<file path="src/rtl/wia128_pkg.sv">
// Package: command and status codes, the queue item type and the default sizes.
`default_nettype none
package wia128_pkg;
  localparam int HALF_BITS = 64;
  localparam int DATA_BITS = 128;
  localparam int WORD_BITS_DEFAULT = 128;
  localparam int QUEUE_DEPTH_DEFAULT = 4;

  localparam logic [3:0] CMD_ADD = 4'd0;
  localparam logic [3:0] CMD_SUB = 4'd1;
  localparam logic [3:0] CMD_MUL = 4'd2;
  localparam logic [3:0] CMD_DIVMOD = 4'd3;
  localparam logic [3:0] CMD_AND = 4'd4;
  localparam logic [3:0] CMD_OR = 4'd5;
  localparam logic [3:0] CMD_XOR = 4'd6;
  localparam logic [3:0] CMD_NOT = 4'd7;
  localparam logic [3:0] CMD_SHL = 4'd8;
  localparam logic [3:0] CMD_SHR = 4'd9;
  localparam logic [3:0] CMD_CMP = 4'd10;
  localparam logic [3:0] CMD_FLS = 4'd11;
  localparam logic [3:0] CMD_FFS = 4'd12;
  localparam logic [3:0] CMD_POPCOUNT = 4'd13;
  localparam logic [3:0] CMD_TESTBIT = 4'd14;
  localparam logic [3:0] CMD_SETBIT = 4'd15;

  localparam logic [1:0] ST_OK = 2'd0;
  localparam logic [1:0] ST_DIV0 = 2'd1;
  localparam logic [1:0] ST_RANGE = 2'd2;
  localparam logic [1:0] ST_SCAN0 = 2'd3;

  typedef struct packed {
    logic [3:0] command;
    logic [DATA_BITS-1:0] a;
    logic [DATA_BITS-1:0] b;
    logic [1:0] status;
  } item_t;
endpackage
`default_nettype wire

</file>
<file path="src/rtl/wia128_front.sv">
// Front end: accepts input beats and classifies them, flagging error cases.
`default_nettype none
module wia128_front #(
  parameter int WORD_BITS = wia128_pkg::WORD_BITS_DEFAULT
) (
  input  wire logic        in_valid,
  output logic             in_stall,
  input  wire logic [3:0]  command,
  input  wire logic [63:0] a_low,
  input  wire logic [63:0] a_high,
  input  wire logic [63:0] b_low,
  input  wire logic [63:0] b_high,
  input  wire logic        q_full,
  output logic             push,
  output wia128_pkg::item_t item
);
  logic pos_ok;
  logic a_zero;
  logic b_zero;

  assign pos_ok = (b_high == 64'd0) && (b_low < 64'(WORD_BITS)) && (b_low < 64'd128);
  assign a_zero = (a_low == 64'd0) && (a_high == 64'd0);
  assign b_zero = (b_low == 64'd0) && (b_high == 64'd0);
  assign in_stall = q_full;
  assign push = in_valid && !q_full;

  always_comb begin
    item.command = command;
    item.a = {a_high, a_low};
    item.b = {b_high, b_low};
    item.status = wia128_pkg::ST_OK;
    unique case (command) inside
      wia128_pkg::CMD_DIVMOD: begin
        if (b_zero) item.status = wia128_pkg::ST_DIV0;
      end
      wia128_pkg::CMD_SHL, wia128_pkg::CMD_SHR, wia128_pkg::CMD_TESTBIT,
      wia128_pkg::CMD_SETBIT: begin
        if (!pos_ok) item.status = wia128_pkg::ST_RANGE;
      end
      wia128_pkg::CMD_FLS, wia128_pkg::CMD_FFS: begin
        if (a_zero) item.status = wia128_pkg::ST_SCAN0;
      end
      default: begin
        item.status = wia128_pkg::ST_OK;
      end
    endcase
  end
endmodule
`default_nettype wire

</file>
<file path="config.mk">
export PLATFORM = sky130hd
export DESIGN_NAME = wia128_front
export DESIGN_NICKNAME = d
export VERILOG_FILES = /design/src/rtl/wia128_pkg.sv /design/src/rtl/wia128_front.sv
export SDC_FILE = /design/constraint.sdc
export NUM_CORES = 1
export LEC_CHECK = 0
export BUFFER_PORTS_ARGS = -buffer_cell sky130_fd_sc_hd__buf_2
export CAP_MARGIN = 30
export CORE_AREA = 2 2 207 209
export DETAILED_ROUTE_END_ITERATION = 16
export DIE_AREA = 0 0 209 211
export GPL_TIMING_DRIVEN = 0
export PLACE_DENSITY_LB_ADDON = 0.2
export SETUP_SLACK_MARGIN = 0.2
export SLEW_MARGIN = 20
export SYNTH_ARGS = -nofsm -noshare
export SYNTH_HDL_FRONTEND = slang
export SYNTH_SLANG_ARGS = --single-unit
</file>
<file path="constraint.sdc">
create_clock -name vclk -period 0.9
set_input_delay 0 -clock vclk [all_inputs]
set_output_delay 0 -clock vclk [all_outputs]
set_load 0.02 [all_outputs]
</file>
**Word-level counts from Yosys, hierarchy flattened**

Cells that the tools add are included.

- Bits in registers: 0
- Input port bits: 262
- Output and inout port bits: 264
- Word-level logic and storage cells: 24

- Equal/unequal tests: 7
- Reductions and logical operators: 12
- Muxes and demuxes: 4
- Magnitude comparators: 1

Operator list:

| cell | count |
|---|---|
| 64-bit logical NOT | 4 |
| 64-bit by 8-bit < comparator with 1-bit output (second input constant) | 1 |
| 4-bit equality test (second input constant) | 6 |
| 2-bit one-hot mux with 3 select lines | 1 |
| 1-bit logical AND | 5 |
| 4-bit by 2-bit equality test with 1-bit output (second input constant) | 1 |
| 2-bit 2-to-1 mux | 2 |
| 4-bit OR reduction | 1 |
| 2-bit OR reduction | 1 |
| 1-bit logical NOT | 1 |
| 1-bit 2-to-1 mux | 1 |

**Longest topological paths before layout**

- Depth after elaboration: 5
- Mapped depth: 5
- Mapped depth without buffers: 5

**Worst setup path before layout**

No wires, ideal clock.

- Path type: input to output
- Start point: input b_low[18]
- End point: output item[0] in the netlist's numbering
- Arrival: 1.099 ns
- Setup slack: -0.199 ns
- Stages on the path: 5
- Path buffers: 0
- Data required time: 0.900 ns
- Cell sequence: nor4_1 > nand4_1 > nor4_2 > nand2_1 > o21ai_1

RTL lines:

| element | RTL line | source |
|---|---|---|
| start, declared | wia128_front.sv:11 | `input wire logic [63:0] b_low,` |
| end, declared | wia128_front.sv:15 | `output wia128_pkg::item_t item` |

==> flow_metrics.tcl <==
set metrics [dict create \
    path_max_fanout 2 \
    grt_antenna_before_repair 1 \
    die_h_um 211 \
    maxCapViolCount 0 \
    synth_cell_types 18 \
    critical_path_arrival_ns 1.61 \
    crit_required_ns 0.90 \
    highest_layer "met5" \
    viasPerCell 2.96 \
    dr.pass1.iters 4 \
    syn_area_sq_um 2590 \
    place.gp.congestion 0.799 \
    crit_path_max_incr_delay_ns 0.43 \
    grt_overflow 0 \
    clock_buffers 0 \
    ir_worst_vdd_uv 158 \
    slew_violations 0 \
    die_w_um 209 \
    worst-setup-path-type "in -> out" \
    p_per_area_nw_per_um2 530 \
    cpMaxStageDelayCell "nor4_1" \
    grt_use_total_pct 7.37 \
    syn_nets 621 \
    io_buffers 526 \
    crit_path_end_kind "output pin" \
    yosysSeqAreaShare_pct 0 \
    syn_area_per_cell_sq_um 7.21 \
    cts-hold-fix-buffers 0 \
    seq_area_sq_um 0 \
    grt_pass1_wl_um 24200 \
    ios 526 \
    fin_ws_ns -0.707 \
    wl_met1_um 6240 \
    cp_cell_sequence "buf_2 > nor4_1 > nand4_1 > nor4_4 > nand2_1 > o21ai_4 > buf_6" \
    hold_viol 0 \
    wl_met2_um 10600 \
    worstMarginPinSlew_ns 0.559 \
    wl_per_cell_um 13.0 \
    synthCells 359 \
    fmax_mhz 622 \
    place_hpwl_um 17600 \
    n_antenna_cell 0 \
    placed_area_sq_um 5920 \
    fin_crit_sh_pct 179 \
    area_delta_synth_final_pct 138 \
    design_area_sq_um 6160 \
    drt_wl_total_um 18500 \
    grt_max_degree 6 \
    drive_gt1_share_pct 91.5 \
    flops_and_latches 0 \
    ant_nets 0 \
    violations "setup timing" \
    drt_iter0_drc 55 \
    fin_crit_ns 1.61 \
    core_area_sq_um 41800 \
    wl_met3_um 1330 \
    holdWs_ns 0.265 \
    status "finished, violations left" \
    worstSetupStartpointType "primary input" \
    yosys_warnings 0 \
    nets 1151 \
    hp-class "in -> out" \
    via_count 4221 \
    drc 0 \
    setup_viol 2 \
    slew_headroom_pct 62.4 \
    rows 75 \
    dieArea_sq_um 44100 \
    p_leak_nw 3.51 \
    grt_pass1_vias 4061 \
    initial_core_util_pct 6.20 \
    rsz0062_at_grt "true" \
]
## Yosys cell counts, drive strengths merged, types with 2 or more instances
| cell type | instances | share of area, % |
|---|---|---|
| buf | 261 | 76 |
| nor4 | 64 | 16 |
| nand4 | 15 | 3.6 |
| nand2 | 3 | 0.43 |
| nand3 | 2 | 0.39 |
| nor2 | 2 | 0.29 |
| nor3 | 2 | 0.39 |
## power by group
part	internal, mW	switching [mW]
logic	1.59	1.68
registers	0	0
clock network	0	0
## logic make-up after synthesis
logic type | Yosys count | synth area share [%]
buffers and inverters | 261 | 75.7
and+or+nand+nor | 94 | 23.2
AOI/OAI and AO/OA | 3 | 0.821
xor gates and xnor gates | 1 | 0.338
## cells in the final DEF (no fill, tap or decap)
cell type and n:
and3b_1 1, o211ai_1 1, buf_4 262, nor3_1 2, nor4_4 9, nor3b_1 1, nand2_2 1, nor4b_2 1
nor4bb_4 1, nor4_1 46, xnor2_1 1, nor4_2 9, nand4_1 15, nand2_1 2, a21o_2 1, o21ai_4 1
or4_1 1, buf_6 6, buf_8 1, nor2_1 2, buf_2 520, nor2b_1 1, nand3_1 2
## worst paths after layout
check	start	to	depth (start not counted)
setup / recovery	b_high[29]	item[0]	7
hold / removal	q_full	push	3
## metal layers
metal	vias up	track usage [%]
met2	292	16.2
li1	2062	-
met1	1853	7.27
met3	12	0.847
met5	-	0
met4	2	1.16
## layout make-up
| class | count | area (sq um) |
|---|---|---|
| buffer | 261 | 1960 |
| fill | 4835 | 35600 |
| multi-input combinational | 98 | 838 |
| tap | 539 | 674 |
| timing repair buffer | 528 | 2690 |
## critical path, delay by kind of cell
| kind | cells | cell delay, ns |
|---|---|---|
| compound gates | 1 | 0.16 |
| buf+inv | 2 | 0.24 |
| simple gates | 4 | 1.20 |
## through the flow
stage / total power [mW] / utilization [%] / setup TNS [ns] / instances / setup slack (ns)
finish: 3.27 / 14.8 / -1.36 / 1426 / -0.707
global route: 3.46 / 14.8 / -1.69 / 1426 / -0.855
CTS: 3.30 / 14.7 / -1.57 / 1426 / -0.791
detailed placement: 3.22 / 14.2 / -3.49 / 1424 / -1.75
global placement: 3.25 / 14.2 / -3.27 / 1424 / -1.64
floorplan: 1.78 / - / -0.253 / 359 / -0.128
## repair_timing
action,CTS,global route
resized for setup,31,8
setup buffers,2,0
pin swaps,8,8
endpoints found under the setup margin,2,2
Note: power is estimated with default switching activity, not from simulation.
