File: src/rtl/wia128_pkg.sv
// Package: command and status codes, the queue item type and the default sizes.
`default_nettype none
package wia128_pkg;
  localparam int HALF_BITS = 64;
  localparam int DATA_BITS = 128;
  localparam int WORD_BITS_DEFAULT = 128;
  localparam int QUEUE_DEPTH_DEFAULT = 4;

  localparam logic [3:0] CMD_ADD = 4'd0;
  localparam logic [3:0] CMD_SUB = 4'd1;
  localparam logic [3:0] CMD_MUL = 4'd2;
  localparam logic [3:0] CMD_DIVMOD = 4'd3;
  localparam logic [3:0] CMD_AND = 4'd4;
  localparam logic [3:0] CMD_OR = 4'd5;
  localparam logic [3:0] CMD_XOR = 4'd6;
  localparam logic [3:0] CMD_NOT = 4'd7;
  localparam logic [3:0] CMD_SHL = 4'd8;
  localparam logic [3:0] CMD_SHR = 4'd9;
  localparam logic [3:0] CMD_CMP = 4'd10;
  localparam logic [3:0] CMD_FLS = 4'd11;
  localparam logic [3:0] CMD_FFS = 4'd12;
  localparam logic [3:0] CMD_POPCOUNT = 4'd13;
  localparam logic [3:0] CMD_TESTBIT = 4'd14;
  localparam logic [3:0] CMD_SETBIT = 4'd15;

  localparam logic [1:0] ST_OK = 2'd0;
  localparam logic [1:0] ST_DIV0 = 2'd1;
  localparam logic [1:0] ST_RANGE = 2'd2;
  localparam logic [1:0] ST_SCAN0 = 2'd3;

  typedef struct packed {
    logic [3:0] command;
    logic [DATA_BITS-1:0] a;
    logic [DATA_BITS-1:0] b;
    logic [1:0] status;
  } item_t;
endpackage
`default_nettype wire

File: src/rtl/wia128_queue.sv
// Queue between front and back ends.
`default_nettype none
module wia128_queue #(
  parameter int DEPTH = wia128_pkg::QUEUE_DEPTH_DEFAULT
) (
  input  wire logic              clk,
  input  wire logic              rst,
  input  wire logic              push,
  input  wire wia128_pkg::item_t din,
  output logic                   full,
  input  wire logic              pop,
  output logic                   q_valid,
  output wia128_pkg::item_t      dout
);
  localparam int AW = (DEPTH > 1) ? $clog2(DEPTH) : 1;

  wia128_pkg::item_t mem [DEPTH];
  logic [AW-1:0] wr_ptr;
  logic [AW-1:0] rd_ptr;
  logic [AW:0] count;

  assign full = (count == (AW+1)'(DEPTH));
  assign q_valid = (count != '0);
  assign dout = mem[rd_ptr];

  always_ff @(posedge clk) begin
    if (push) mem[wr_ptr] <= din;
  end

  always_ff @(posedge clk) begin
    if (rst) begin
      wr_ptr <= '0;
      rd_ptr <= '0;
      count <= '0;
    end else begin
      if (push) wr_ptr <= (wr_ptr == AW'(DEPTH-1)) ? '0 : wr_ptr + 1'b1;
      if (pop) rd_ptr <= (rd_ptr == AW'(DEPTH-1)) ? '0 : rd_ptr + 1'b1;
      if (push && !pop) count <= count + 1'b1;
      else if (pop && !push) count <= count - 1'b1;
    end
  end
endmodule
`default_nettype wire

File: config.mk
export PLATFORM = sky130hd
export DESIGN_NAME = wia128_queue
export DESIGN_NICKNAME = d
export VERILOG_FILES = /design/src/rtl/wia128_pkg.sv /design/src/rtl/wia128_queue.sv
export SDC_FILE = /design/constraint.sdc
export NUM_CORES = 1
export LEC_CHECK = 0
export BUFFER_PORTS_ARGS = -buffer_cell sky130_fd_sc_hd__buf_2
export CORE_MARGIN = 3
export CORE_UTILIZATION = 57
export CTS_CLUSTER_DIAMETER = 40
export DETAILED_ROUTE_END_ITERATION = 10
export GPL_ROUTABILITY_DRIVEN = 0
export HOLD_SLACK_MARGIN = 0.06
export PLACE_DENSITY_LB_ADDON = 0.12
export SLEW_MARGIN = 40
export SYNTH_ARGS = -nofsm -noshare
export SYNTH_HDL_FRONTEND = slang
export SYNTH_SLANG_ARGS = --single-unit
File: constraint.sdc
create_clock -name clk -period 8.15 [get_ports clk]
set_input_delay 0.815 -clock clk [delete_from_list [all_inputs] [get_ports clk]]
set_output_delay 0.815 -clock clk [all_outputs]
set_load 0.1 [all_outputs]
# --- Yosys cells after proc, flatten, opt, wreduce, memory -nomap -nowiden ---
# Memory sizes are Yosys's and may differ from the RTL's. A register that Yosys moved wholly into a read port is not among the register bits.
# Cells that the tools add are included.
word_totals:
  mem_bits_rw: 1048
  input_bits: 266
  reg_bits: 7
  n_memories: 1
  word_cells: 25
  out_inout_bits: 264
mem_list:
  columns: ["name", "depth", "width", "read_ports", "rd_ports_with_merged_regs", "write_ports", "line", "rtl"]
  rows:
  - ["mem", 4, 262, 1, 1, 1, "wia128_queue.sv:17", "wia128_pkg::item_t mem [DEPTH];"]
op_classes:
  muxes: 8
  eq_ne: 3
  addsub: 4
  reduce_logical: 6
op_table:
  columns: ["operator", "n"]
  rows:
  - ["2-bit two-way mux", 4]
  - ["3-bit two-way mux", 2]
  - ["2-bit by 1-bit adder with 2-bit output (second input constant)", 2]
  - ["2-bit == test (second input constant)", 2]
  - ["3-bit by 1-bit adder with 3-bit output (second input constant)", 1]
  - ["3-bit == test (second input constant)", 1]
  - ["3-bit nonzero test", 1]
  - ["3-bit by 1-bit subtractor with 3-bit output (second input constant)", 1]
  - ["1-bit logical AND", 2]
  - ["1-bit logical NOT", 2]
  - ["1-bit two-way mux", 2]
  - ["2-bit nonzero test", 1]

# --- Depth between registers and ports, before layout ---
logic_depth:
  depth_word: 4
  ltp_mapped: 7
  mapped_depth_nobuf: 7

# --- Worst setup path after synthesis ---
# No wires, ideal clock.
synth_timing:
  path_kind: "in2reg"
  from: "input port push"
  to: "memory mem[0][0] (netlist bit), enable pin"
  cell_stages: 1
  t_arrival_ps: 6734
  n_path_buf: 0
  setup_slack_ps: 760
  required_ps: 7495
  setup_ps: 655
  cell_sequence: "and2_1"
synth_between:
  elab_chain_cells: 2
synth_lines:
  columns: ["item", "line", "rtl"]
  rows:
  - ["start, declared", "wia128_queue.sv:8", "input wire logic push,"]
  - ["1-bit two-way mux", "wia128_queue.sv:27", "if (push) mem[wr_ptr] <= din;"]
  - ["1-bit two-way mux (implied by the code)", "wia128_queue.sv:27", null]
  - ["end, declared", "wia128_queue.sv:17", null]
# Every way passes these cells.

==> reports/qor.csv <==
metric,value,unit
worst slew pin tran,0.908,ns
fin. max-slew vios,0,
Pint,10.3,mW
Placed Area,0.0420,mm²
post_cts resized,0,
worst-skew pair later-pin latency,0.69,ns
DRT Wirelength,78.9,mm
# IOs,530,
crit end category,output pin,
"Seq/Total Area, Yosys",82.8,%
Area contributors post-synth,"edfxtp_1, mux4_2, buf_6",
H-tree levels,4,
Clock Tree Root,clkbuf_16,
post-route clock period utilization,51.2,%
Synthesis Warnings,0,
Clock transition at path regs,0.05,ns
clk_skew,0.0328,ns
CP peak stage delay,0.61,ns
PwrDens,306,mW/mm²
Final Non-Filler Cells,3022,
number of synthesized register bits,1057,
Flop pwr share,44.4,%
area of the core,0.0661,mm²
Pre-antenna DRT Iters,5,
slowest stage cell on the critical path,dfxtp_4,
Die ar.,0.0702,mm²
post-route cell area,0.0464,mm²
crit-path cells,buf_12 -> buf_12 -> buf_16 -> buf_16 -> mux4_2 -> buf_2,
dpl cells,2773,
Post-Route Utilization,70.2,%
crit path max fanout,52,
HPWL after DPL,48.5,mm
Synth cell types,17,
Mapped Cells,1412,
largest net degree at the start of global routing,114,
fin crit period,4.17,ns
Mapped Avg Cell Area,27.1,µm²
die width,265,µm
number of core rows,94,
DRT antenna net count,0,
Longest Clk Path Bufs,3,
Max Fclk,240,MHz
Vias,17400,
syn nets,1685,
worst relative slew slack,39.5,%
CTS buffer count,133,
hold_buf cts,0,
filler instances,4000,
vias in the first global route,18400,
sw frac,27.8,%
startpoint class of the critical path,flop,
most area-hungry cell type in the Yosys netlist,edfxtp_1,
first-pass GRT wire length,117,mm
top cell type's share of synthesized area,82.3,%
NetSw,3.95,mW
DRT iter0 DRCs,1445,
area grow syn2layout,21.4,%
clk sinks,1057,
critical path arrival,3.36,ns
RSZ-0062 raised after global routing,false,
die height,265,µm
post-CTS setup buffers,0,
Starting Density,57.8,%
vias per cell,5.75,
drt drc,0,
Hold Crit Class,in2reg,
leak pwr,15.7,nW
share of cells above drive strength 1,47.8,%
clock power share,40.0,%
final worst slack,3.98,ns
CTS tree,built,
final-report hold violation count,0,
CP required,7.34,ns
Syn Std Cell Area,0.0382,mm²
GR Util All Layers,22.9,%
total gr overflow,0,
fin nets,2318,
Setup WS pre-CTS,4.55,ns
Setup TNS,0,ns
Avg WL per Cell,26.1,µm
Comb power frac,15.6,%
initial antenna violation count,39,
Port Buffers,529,
maxcap violations,0,
Crit Path Category,reg2out,
Finish-stage setup viols,0,
run status,"complete, no violations",
Max IR drop VDD,0.000223,V
[cells in the mapped netlist]
master / count
a21oi_1: 2
and2_1: 4
buf_2: 28
buf_6: 21
clkbuf_1: 9
dfxtp_1: 9
edfxtp_1: 1048
fa_1: 1
ha_1: 6
inv_1: 4
mux2i_1: 4
mux4_2: 262
nor2_1: 7
nor3b_1: 2
o21ai_0: 1
or3_1: 2
xor2_1: 2
[registers in the layout, indices dropped and copies added (netlist names), named ones only]
name    count
wr_ptr      2
rd_ptr      2
mem      1048
count       3
[power by group through the flow]
| stage | combinational [mW] | clock [mW] | sequential [mW] |
|---|---|---|---|
| 3_5_place_dp | 2.24 | 0 | 6.41 |
| 3_3_place_gp | 2.20 | 0 | 6.41 |
| 4_1_cts | 2.24 | 5.79 | 6.30 |
| 2_1_floorplan | 1.80 | 0 | 6.45 |
| 6_report | 2.22 | 5.68 | 6.30 |
| 5_1_grt | 2.29 | 6.03 | 6.31 |
[placed cells by master (no fill, tap or decap), drive strengths merged, types with 9 or more instances in the layout]
| master | count |
|---|---|
| edfxtp | 1048 |
| buf | 556 |
| mux4 | 262 |
| clkbuf | 158 |
| clkinv | 38 |
| diode | 18 |
| bufinv | 16 |
| clkinvlp | 11 |
| inv | 11 |
| dfxtp | 9 |
[layer usage]
metal	share of wire [%]	track usage, %	up-vias
met5	0.35	0	-
met4	2.5	7.67	42
met3	9.6	9.46	165
met2	51	37.0	567
met1	37	28.7	9121
li1	-	-	7469
[worst max-delay path, delay by kind of cell, from the launching register on]
| kind | cells | cell delay [ns] |
|---|---|---|
| DFF | 1 | 0.61 |
| muxes | 1 | 0.29 |
| buffers and inverters | 5 | 1.64 |
[stage by stage]
step / total power, mW / hold slack [ns]
final: 14.2 / 0.336
after global routing: 14.6 / 0.298
after CTS: 14.3 / 0.277
after detailed placement: 8.65 / 0.494
after global placement: 8.61 / 0.471
after floorplan: 8.25 / 0.455
[path summary, 6_finish.rpt]
check                                from  slack, ns  depth (start not counted)          end
worst max-delay path                 flop       3.98                          6    dout[233]
worst min-delay path              din[51]       0.34                          1   mem[0][51]
worst max register to register  wr_ptr[0]       5.69                          5  mem[1][231]
worst min register to register   count[2]       0.51                          2     count[2]
[cells by family after synthesis]
| group | Yosys count | share of synthesized area (%) |
|---|---|---|
| XOR/XNOR | 2 | 0.0458 |
| AND/OR/NAND/NOR | 15 | 0.206 |
| multiplexers | 266 | 15.5 |
| adder cells (fa/ha/maj) | 7 | 0.249 |
| AO/OA/AOI/OAI | 3 | 0.0393 |
| flip-flops | 1057 | 82.8 |
| buffers and inverters | 62 | 1.11 |
[layout make-up]
class	instances	area [µm²]	area share [%]
repair buffers	556	3110	6.70
multi-input cells	293	6160	13.3
clock buffers	158	3510	7.55
clock inverters	72	850	1.83
inverters	4	15.0	0.0323
flip-flops and latches	1057	31700	68.2
diodes	18	45.0	0.0970
well taps	864	1080	2.33
(Power assumes the default switching activity.)
